**src/quadratic_probe_hash_insert_defines.svh**
```systemverilog
// ----------------------------------------------------------------------------
// Assertion macros for the quadratic probing hash insert block
// Shared helpers so that every checked property reads the same way.
// ----------------------------------------------------------------------------
`ifndef QUADRATIC_PROBE_HASH_INSERT_DEFINES_SVH
`define QUADRATIC_PROBE_HASH_INSERT_DEFINES_SVH

// Same-cycle implication, sampled on clk and ignored while in reset.
`define QPH_ASSERT_NOW(label, ante, cons, msg) \
    label: assert property (@(posedge clk) disable iff (!rst_n) (ante) |-> (cons)) \
        else $error(msg);

// Next-cycle implication, sampled on clk and ignored while in reset.
`define QPH_ASSERT_NEXT(label, ante, cons, msg) \
    label: assert property (@(posedge clk) disable iff (!rst_n) (ante) |=> (cons)) \
        else $error(msg);

`endif

```
**src/qph_pkg.sv**
```systemverilog
// ----------------------------------------------------------------------------
// qph_pkg
// Types and constants shared by the hash insert block and its modulo unit.
// ----------------------------------------------------------------------------
package qph_pkg;

    localparam int TABLE_SLOTS = 1024;
    localparam int SLOT_W      = $clog2(TABLE_SLOTS);
    localparam int MOD_W       = SLOT_W + 1;
    localparam int HASH_W      = 64;
    localparam int CNT_W       = $clog2(HASH_W);
    localparam logic [MOD_W-1:0] MOD_RESET = MOD_W'(1021);
    localparam logic [MOD_W-1:0] MOD_MAX   = MOD_W'(TABLE_SLOTS);

    typedef struct packed {
        logic [7:0] key_char;
        logic       key_last;
    } key_req_t;

    typedef struct packed {
        logic [9:0] slot_index;
        logic       placed;
    } slot_res_t;

    typedef struct packed {
        logic              start;
        logic [HASH_W-1:0] dividend;
        logic [MOD_W-1:0]  modulus;
    } qph_div_ctl_t;

    typedef struct packed {
        logic              done;
        logic [SLOT_W-1:0] rem;
    } qph_div_sts_t;

endpackage

```
**src/qph_modulo.sv**
```systemverilog
// ----------------------------------------------------------------------------
// qph_modulo
// Bit-serial remainder of a 64-bit hash by the table modulus, one bit a cycle.
// ----------------------------------------------------------------------------
module qph_modulo
    import qph_pkg::*;
(
    input  logic         clk,
    input  logic         rst_n,
    input  qph_div_ctl_t ctl,
    output qph_div_sts_t sts
);

    logic              busy_reg, busy_next;
    logic              done_reg, done_next;
    logic [CNT_W-1:0]  cnt_reg, cnt_next;
    logic [HASH_W-1:0] val_reg, val_next;
    logic [MOD_W-1:0]  mod_reg, mod_next;
    logic [SLOT_W-1:0] rem_reg, rem_next;
    logic [MOD_W-1:0]  trial;

    // The partial remainder stays below the modulus, so one subtract suffices.
    always_comb
    begin
        trial     = {rem_reg, val_reg[HASH_W-1]};
        busy_next = busy_reg;
        done_next = 1'b0;
        cnt_next  = cnt_reg;
        val_next  = val_reg;
        mod_next  = mod_reg;
        rem_next  = rem_reg;
        if (busy_reg)
        begin
            if (trial >= mod_reg)
            begin
                trial = trial - mod_reg;
            end
            rem_next = trial[SLOT_W-1:0];
            val_next = {val_reg[HASH_W-2:0], 1'b0};
            cnt_next = cnt_reg + 1'b1;
            if (cnt_reg == CNT_W'(HASH_W - 1))
            begin
                busy_next = 1'b0;
                done_next = 1'b1;
            end
        end
        else if (ctl.start)
        begin
            busy_next = 1'b1;
            cnt_next  = '0;
            val_next  = ctl.dividend;
            mod_next  = ctl.modulus;
            rem_next  = '0;
        end
    end

    always_ff @(posedge clk or negedge rst_n)
    begin
        if (!rst_n)
        begin
            busy_reg <= 1'b0;
            done_reg <= 1'b0;
            cnt_reg  <= '0;
        end
        else
        begin
            busy_reg <= busy_next;
            done_reg <= done_next;
            cnt_reg  <= cnt_next;
        end
    end

    always_ff @(posedge clk)
    begin
        val_reg <= val_next;
        mod_reg <= mod_next;
        rem_reg <= rem_next;
    end

    assign sts.done = done_reg;
    assign sts.rem  = rem_reg;

endmodule

```
**src/quadratic_probe_hash_insert.sv**
```systemverilog
// ----------------------------------------------------------------------------
// quadratic_probe_hash_insert
// Hash table insert with quadratic probing over a 1024-slot occupancy bitmap.
// ----------------------------------------------------------------------------
// Key characters are taken one per cycle while key_stall is low and folded
// into a 64-bit running hash (h = h*37 + char, wrapping). A character request
// that is not flagged last gives no result. The last character starts the
// insert: a bit-serial modulo unit reduces the hash by the table modulus, then
// every probe forms the slot address and reads the bitmap memory in ST_ADDR
// and tests the bit in ST_CHECK, for up to modulus+1 probes. After reset the
// block clears the bitmap, one slot per cycle, and holds key_stall high during
// that pass; the table modulus register may be written meanwhile. Software
// must write a prime modulus between 2 and 1024; zero acts as 1 and larger
// values act as 1024.
// ----------------------------------------------------------------------------
`include "quadratic_probe_hash_insert_defines.svh"

module quadratic_probe_hash_insert
    import qph_pkg::*;
(
    input  logic        clk,
    input  logic        rst_n,
    // Key character channel.
    input  logic        key_valid,
    output logic        key_stall,
    input  key_req_t    key_data,
    // Result channel.
    output logic        slot_valid,
    input  logic        slot_stall,
    output slot_res_t   slot_data,
    // Configuration port.
    input  logic        psel,
    input  logic        penable,
    input  logic        pwrite,
    input  logic [2:0]  paddr,
    input  logic [31:0] pwdata,
    output logic [31:0] prdata,
    output logic        pready
);

    localparam logic [2:0] ST_CLEAR = 3'd0;
    localparam logic [2:0] ST_IDLE  = 3'd1;
    localparam logic [2:0] ST_DIV   = 3'd2;
    localparam logic [2:0] ST_ADDR  = 3'd3;
    localparam logic [2:0] ST_CHECK = 3'd4;

    logic [2:0]        state_reg, state_next;
    logic [MOD_W-1:0]  mod_reg;
    logic [MOD_W-1:0]  mod_eff;
    logic [HASH_W-1:0] hash_reg, hash_next, hash_new;
    logic [SLOT_W-1:0] clr_reg, clr_next;
    logic [SLOT_W-1:0] home_reg, home_next;
    logic [SLOT_W-1:0] sq_reg, sq_next;
    logic [SLOT_W-1:0] d_reg, d_next;
    logic [MOD_W-1:0]  cnt_reg, cnt_next;
    logic              first_reg, first_next;
    logic              minus_reg, minus_next;
    logic [SLOT_W-1:0] slot_reg;
    logic [SLOT_W-1:0] slot_calc;
    logic              rd_reg;
    logic              out_valid_reg, out_valid_next;
    slot_res_t         out_reg, out_next;
    logic              key_accept;
    logic              out_free;
    logic              mem_we;
    logic [SLOT_W-1:0] mem_waddr;
    logic              mem_wdata;
    logic [MOD_W-1:0]  sum_w;
    logic [MOD_W-1:0]  diff_w;
    logic [MOD_W-1:0]  sq_sum;
    logic [MOD_W-1:0]  d_sum;
    logic              occ_mem [TABLE_SLOTS];
    qph_div_ctl_t      div_ctl;
    qph_div_sts_t      div_sts;

    // ------------------------------------------------------------------
    // Configuration register. Only word 0 exists; other words read zero.
    // ------------------------------------------------------------------
    assign pready = 1'b1;
    assign prdata = (paddr[2] == 1'b0) ? {{(32 - MOD_W){1'b0}}, mod_reg} : 32'd0;

    always_ff @(posedge clk or negedge rst_n)
    begin
        if (!rst_n)
        begin
            mod_reg <= MOD_RESET;
        end
        else if (psel && penable && pwrite && pready && (paddr[2] == 1'b0))
        begin
            mod_reg <= pwdata[MOD_W-1:0];
        end
    end

    // A zero modulus behaves as one, and anything past the table as its size.
    always_comb
    begin
        if (mod_reg == '0)
        begin
            mod_eff = MOD_W'(1);
        end
        else if (mod_reg > MOD_MAX)
        begin
            mod_eff = MOD_MAX;
        end
        else
        begin
            mod_eff = mod_reg;
        end
    end

    // ------------------------------------------------------------------
    // Handshakes.
    // ------------------------------------------------------------------
    assign key_stall  = (state_reg != ST_IDLE);
    assign key_accept = key_valid && !key_stall;
    assign out_free   = !out_valid_reg || !slot_stall;
    assign slot_valid = out_valid_reg;
    assign slot_data  = out_reg;

    // Multiply by 37 written as shifts and adds: 32 + 4 + 1.
    assign hash_new = (hash_reg << 5) + (hash_reg << 2) + hash_reg
                      + {{(HASH_W - 8){1'b0}}, key_data.key_char};

    assign div_ctl.start    = key_accept && key_data.key_last;
    assign div_ctl.dividend = hash_new;
    assign div_ctl.modulus  = mod_eff;

    qph_modulo u_modulo
    (
        .clk   (clk),
        .rst_n (rst_n),
        .ctl   (div_ctl),
        .sts   (div_sts)
    );

    // ------------------------------------------------------------------
    // Probe address. The home slot comes first, then home plus the current
    // square and home minus it, all kept in the range 0..P-1.
    // ------------------------------------------------------------------
    always_comb
    begin
        sum_w  = {1'b0, home_reg} + {1'b0, sq_reg};
        diff_w = {1'b0, home_reg} - {1'b0, sq_reg};
        if (sum_w >= mod_eff)
        begin
            sum_w = sum_w - mod_eff;
        end
        if (home_reg < sq_reg)
        begin
            diff_w = diff_w + mod_eff;
        end
        if (first_reg)
        begin
            slot_calc = home_reg;
        end
        else if (minus_reg)
        begin
            slot_calc = diff_w[SLOT_W-1:0];
        end
        else
        begin
            slot_calc = sum_w[SLOT_W-1:0];
        end
    end

    // Next square and next odd step, each reduced by a single subtract.
    always_comb
    begin
        sq_sum = {1'b0, sq_reg} + {1'b0, d_reg};
        d_sum  = {1'b0, d_reg} + MOD_W'(2);
        if (sq_sum >= mod_eff)
        begin
            sq_sum = sq_sum - mod_eff;
        end
        if (d_sum >= mod_eff)
        begin
            d_sum = d_sum - mod_eff;
        end
        if (mod_eff == MOD_W'(1))
        begin
            d_sum = '0;
        end
    end

    // ------------------------------------------------------------------
    // Sequencer.
    // ------------------------------------------------------------------
    always_comb
    begin
        state_next     = state_reg;
        hash_next      = hash_reg;
        clr_next       = clr_reg;
        home_next      = home_reg;
        sq_next        = sq_reg;
        d_next         = d_reg;
        cnt_next       = cnt_reg;
        first_next     = first_reg;
        minus_next     = minus_reg;
        out_next       = out_reg;
        out_valid_next = out_valid_reg && slot_stall;
        mem_we         = 1'b0;
        mem_waddr      = slot_reg;
        mem_wdata      = 1'b1;
        case (state_reg)
            ST_CLEAR:
            begin
                mem_we    = 1'b1;
                mem_waddr = clr_reg;
                mem_wdata = 1'b0;
                clr_next  = clr_reg + 1'b1;
                if (clr_reg == SLOT_W'(TABLE_SLOTS - 1))
                begin
                    state_next = ST_IDLE;
                end
            end
            ST_IDLE:
            begin
                if (key_accept)
                begin
                    if (key_data.key_last)
                    begin
                        hash_next  = '0;
                        state_next = ST_DIV;
                    end
                    else
                    begin
                        hash_next = hash_new;
                    end
                end
            end
            ST_DIV:
            begin
                if (div_sts.done)
                begin
                    home_next  = div_sts.rem;
                    first_next = 1'b1;
                    minus_next = 1'b0;
                    cnt_next   = '0;
                    // First square is 1 and the step to the next is 3, mod P.
                    sq_next    = (mod_eff == MOD_W'(1)) ? '0 : SLOT_W'(1);
                    if (mod_eff == MOD_W'(1) || mod_eff == MOD_W'(3))
                    begin
                        d_next = '0;
                    end
                    else if (mod_eff == MOD_W'(2))
                    begin
                        d_next = SLOT_W'(1);
                    end
                    else
                    begin
                        d_next = SLOT_W'(3);
                    end
                    state_next = ST_ADDR;
                end
            end
            ST_ADDR:
            begin
                state_next = ST_CHECK;
            end
            ST_CHECK:
            begin
                if (!rd_reg)
                begin
                    if (out_free)
                    begin
                        mem_we              = 1'b1;
                        out_next.slot_index = slot_reg;
                        out_next.placed     = 1'b1;
                        out_valid_next      = 1'b1;
                        state_next          = ST_IDLE;
                    end
                end
                else if (cnt_reg == mod_eff)
                begin
                    if (out_free)
                    begin
                        out_next.slot_index = '0;
                        out_next.placed     = 1'b0;
                        out_valid_next      = 1'b1;
                        state_next          = ST_IDLE;
                    end
                end
                else
                begin
                    cnt_next = cnt_reg + 1'b1;
                    if (first_reg)
                    begin
                        first_next = 1'b0;
                        minus_next = 1'b0;
                    end
                    else if (!minus_reg)
                    begin
                        minus_next = 1'b1;
                    end
                    else
                    begin
                        minus_next = 1'b0;
                        sq_next    = sq_sum[SLOT_W-1:0];
                        d_next     = d_sum[SLOT_W-1:0];
                    end
                    state_next = ST_ADDR;
                end
            end
            default:
            begin
                state_next = ST_IDLE;
            end
        endcase
    end

    always_ff @(posedge clk or negedge rst_n)
    begin
        if (!rst_n)
        begin
            state_reg     <= ST_CLEAR;
            hash_reg      <= '0;
            clr_reg       <= '0;
            cnt_reg       <= '0;
            first_reg     <= 1'b1;
            minus_reg     <= 1'b0;
            out_valid_reg <= 1'b0;
        end
        else
        begin
            state_reg     <= state_next;
            hash_reg      <= hash_next;
            clr_reg       <= clr_next;
            cnt_reg       <= cnt_next;
            first_reg     <= first_next;
            minus_reg     <= minus_next;
            out_valid_reg <= out_valid_next;
        end
    end

    always_ff @(posedge clk)
    begin
        home_reg <= home_next;
        sq_reg   <= sq_next;
        d_reg    <= d_next;
        out_reg  <= out_next;
        if (state_reg == ST_ADDR)
        begin
            slot_reg <= slot_calc;
        end
    end

    // Occupancy bitmap: one write port, one registered read port.
    always_ff @(posedge clk)
    begin
        if (mem_we)
        begin
            occ_mem[mem_waddr] <= mem_wdata;
        end
        rd_reg <= occ_mem[slot_calc];
    end

    // ------------------------------------------------------------------
    // Checks.
    // ------------------------------------------------------------------
    `QPH_ASSERT_NOW(a_placed_in_range, slot_valid && slot_data.placed,
        {1'b0, slot_data.slot_index} < mod_eff, "placed slot outside the modulus")
    `QPH_ASSERT_NOW(a_fail_zero_index, slot_valid && !slot_data.placed,
        slot_data.slot_index == '0, "failed insert reports a nonzero slot")
    `QPH_ASSERT_NOW(a_probe_terms_reduced, state_reg == ST_CHECK,
        ({1'b0, sq_reg} < mod_eff) && ({1'b0, d_reg} < mod_eff) && (cnt_reg <= mod_eff),
        "probe square, step or count out of range")
    `QPH_ASSERT_NEXT(a_plain_char_stays_idle, key_accept && !key_data.key_last,
        state_reg == ST_IDLE, "non-final character left the idle state")

endmodule
```
**config.mk**
```make
export PLATFORM = sky130hd
export DESIGN_NAME = quadratic_probe_hash_insert
export DESIGN_NICKNAME = d
export VERILOG_FILES = /design/src/qph_pkg.sv /design/src/qph_modulo.sv /design/src/quadratic_probe_hash_insert.sv
export VERILOG_INCLUDE_DIRS = /design/src /design/src/src
export SDC_FILE = /design/constraint.sdc
export NUM_CORES = 2
export LEC_CHECK = 0
export BUFFER_PORTS_ARGS = -buffer_cell sky130_fd_sc_hd__buf_2
export CORE_UTILIZATION = 44
export CTS_CLUSTER_SIZE = 40
export DETAILED_ROUTE_END_ITERATION = 16
export GPL_ROUTABILITY_DRIVEN = 0
export SLEW_MARGIN = 20
export SYNTH_ARGS = -nofsm -noshare
export SYNTH_HDL_FRONTEND = slang
export SYNTH_SLANG_ARGS = --single-unit
export TNS_END_PERCENT = 1
```
**constraint.sdc**
```tcl
create_clock -name clk -period 52.6 [get_ports clk]
set_input_delay 2.63 -clock clk [delete_from_list [all_inputs] [get_ports clk]]
set_output_delay 2.63 -clock clk [all_outputs]
set_load 0.03 [all_outputs]
```
==> results.sh <==
export IMPL_grtUsageMet2=0.395
export IMPL_htreeDepth=4
export IMPL_synth_warnings=0
export IMPL_num_rows=139
export IMPL_slowest_stage="nor4bb_1"
export IMPL_grt_pass1_wl_microns=280000
export IMPL_final_common_cell="nor2_1"
export IMPL_dr_total_vias=45900
export IMPL_insertion_delay_ns=0.78
export IMPL_min_period_over_period=0.182
export IMPL_die_w_microns=384
export IMPL_grtUsageMet1=0.345
export IMPL_grt_pass1_vias=43800
export IMPL_final_setup_tns_ns=0
export IMPL_hold_buffers=0
export IMPL_fin_crit_ns=9.57
export IMPL_largest_reg_flops=1024
export IMPL_grt_busiest_layer="met2"
export IMPL_cts_sinks=1271
export IMPL_numCtsBuffers=145
export IMPL_grt_use_total=0.254
export IMPL_yosysUniqueCellTypes=85
export IMPL_cts_setup_buffers=0
export IMPL_cellLeakagePower_nw=25.7
export IMPL_clk_root_buffer_cell="clkbuf_16"
export IMPL_hold_path_class="reg2reg"
export IMPL_critical_path_buf_inv_count=3
export IMPL_finalHoldViolCount=0
export IMPL_crit_top_cell="a21oi_1"
export IMPL_powerDensity_nw_per_um2=60.1
export IMPL_synth_avg_cell_area_sq_um=10.8
export IMPL_dieArea_sq_um=148000
export IMPL_io_pins=97
export IMPL_drc=0
export IMPL_totalWireLength_microns=189000
export IMPL_arrival_ns=10.10
export IMPL_initial_utilization=0.445
export IMPL_synthCells=5929
export IMPL_cp_slowest_stage_delay_ns=0.87
export IMPL_slew_headroom=0.180
export IMPL_worst_slew_pin_slew_ns=1.23
export IMPL_status="finished, final reports clean"
export IMPL_worst_hold_slack_ns=0.465
export IMPL_drt_iter0_markers=5159
export IMPL_finalSetupViolCount=0
export IMPL_clock_path_buffers=3
export IMPL_place_port_buffers=51
export IMPL_drt_first_pass_iters=12
export IMPL_final_cell_mix="1181 x nor2_1, 1159 x edfxtp_1, 832 x nand2_1, 300 x nand3_1, 209 x ha_1"
export IMPL_synth_edff_count=1159
export IMPL_maxSlewViolCount=0
export IMPL_core_sq_um=144000
export IMPL_routed_via_density=5.84
export IMPL_async_reset_ff_frac=0.0865
export IMPL_cts_tree="built"
export IMPL_cp_start_kind="flop"
export IMPL_synth_ff_type="edfxtp_1"
export IMPL_vdd_drop_max_uv=54.9
export IMPL_die_h_microns=384
export IMPL_max_freq_mhz=105
export IMPL_antenna_found_initial=3
export IMPL_grt_util_met3=0.0524
export IMPL_cap_violations=0
export IMPL_nNetsFinal=6173
export IMPL_worstPathRequired_ns=53.13
export IMPL_critical_path_class="reg2reg"
export IMPL_dpl_hpwl_microns=111000
export IMPL_crit_fanout=155
export IMPL_wl_per_cell_microns=24.1
export IMPL_grt_max_degree=210
export IMPL_n_fill_cell=13100
export IMPL_skew_ns=0.0371
export IMPL_drive_above_1_share=0.0795
export IMPL_rsz0062_at_grt="no"
export IMPL_clk_pin_slew_ns=0.06
export IMPL_ys_seq_area_frac=0.585
export IMPL_syn_to_final_growth_pct=10.1
export IMPL_overflow=0
export IMPL_ctsResizeCount=0
export IMPL_cp_end_kind="flop"
export IMPL_crit_family="compound AO/OA/AOI/OAI gates"
export IMPL_ys_seq_elements=1271
export IMPL_syn_area_sq_um=64300
export IMPL_ant_nets=0
[synthesized netlist by cell type (18+ instances only)]
cell         n  area (sq um)
a22o_1     116          1020
dfrtp_1    100          2500
nor2_1    1186          4450
clkbuf_1   260           976
nand4_1     63           394
buf_1       60           225
o21ai_0    100           500
ha_1       209          2620
nand3_1    302          1510
inv_1      111           417
and3_1      40           250
buf_2       49           245
nor4_1      25           156
nand2b_1    34           213
o22ai_1     49           307
fa_1        73          1460
a21o_1      63           473
mux2i_1    208          2080
a211oi_1    23           173
o21bai_1    18           135
xnor2_1     96           841
nor3_1      37           185
a21oi_1    173           866
edfxtp_1  1159         34800
nand2_1    871          3270
nor2b_1     56           350
a31oi_1     68           425
o21a_1      23           173
xor2_1      43           377
buf_4       35           263
[final timing paths]
kind,slack (ns),start,to,cells after the start
max,43.03,home_reg[2],rd_reg,26
min,0.47,u_modulo.rem_reg[9],home_reg[9],0
max reg2reg,43.03,home_reg[2],rd_reg,26
min reg2reg,0.47,u_modulo.rem_reg[9],home_reg[9],0
max in group asynchronous,49.33,rst_n,u_modulo.busy_reg,2
min in group asynchronous,1.89,rst_n,hash_reg[23],1
[where the power goes]
| group | total, mW | leakage [nW] | internal, mW | switching (mW) |
|---|---|---|---|---|
| logic | 1.83 | 11.5 | 0.520 | 1.31 |
| clock network | 0.981 | 2.19 | 0.556 | 0.425 |
| registers | 1.44 | 12.0 | 1.38 | 0.0661 |
[metal layers]
layer | routed length (microns) | vias up
li1 | - | 20800
met1 | 78300 | 22900
met2 | 86600 | 1776
met3 | 16300 | 380
met4 | 8000 | 4
met5 | 21 | -
[stage by stage]
stage / setup WS (ns) / power (mW) / instance area (sq um) / util / cells
after global routing: 42.55 / 4.46 / 70800 / 0.490 / 7862
after floorplan: 32.90 / 2.87 / 64300 / - / 5949
final: 43.03 / 4.26 / 70800 / 0.490 / 7863
after detailed placement: 43.18 / 3.27 / 66200 / 0.458 / 7596
after global placement: 43.21 / 3.25 / 66100 / 0.458 / 7596
after CTS: 43.09 / 4.25 / 70700 / 0.490 / 7862
[worst register-to-register path: stages, from the launching register on]
cell and delay (ns):
edfxtp_1 0.48, ha_1 0.48, nor2b_1 0.20, a211o_1 0.29, a21oi_1 0.20, o211a_1 0.23, o21ai_0 0.11, a21oi_1 0.17
nor2_1 0.07, xor2_1 0.16, ha_1 0.35, nand3_1 0.11, o31ai_1 0.75, nor3_4 0.19, a22oi_1 0.49, a21o_4 0.71
clkinv_8 0.72, buf_4 0.85, buf_4 0.49, nand2_1 0.14, a21oi_1 0.06, nor4_1 0.36, nand4_1 0.17, nor4bb_1 0.87
a2111oi_2 0.11, a22oi_1 0.24, o221ai_1 0.34
[cell type report]
class | count | area [sq um] | share of cell area
antenna | 1 | 2.50 | 0.0000354
clock buffer | 193 | 3860 | 0.0545
clock inverter | 73 | 713 | 0.0101
inverter | 118 | 465 | 0.00658
multi-input combinational | 4137 | 24600 | 0.347
sequential | 1271 | 37600 | 0.531
tap | 1903 | 2380 | 0.0336
timing repair buffer | 167 | 1150 | 0.0163
[logic make-up (layout without fill, tap and decap cells)]
logic type	Yosys count	count (layout)	synth area share
AND/OR/NAND/NOR	2679	2679	0.175
flip-flops	1271	1271	0.585
other	2	23	0.000117
XOR/XNOR	139	139	0.0189
buffers and inverters	541	551	0.0370
AO/OA/AOI/OAI	792	792	0.0851
multiplexers	223	223	0.0350
adder cells (fa/ha/maj)	282	282	0.0634
(Power assumes the default switching activity.)
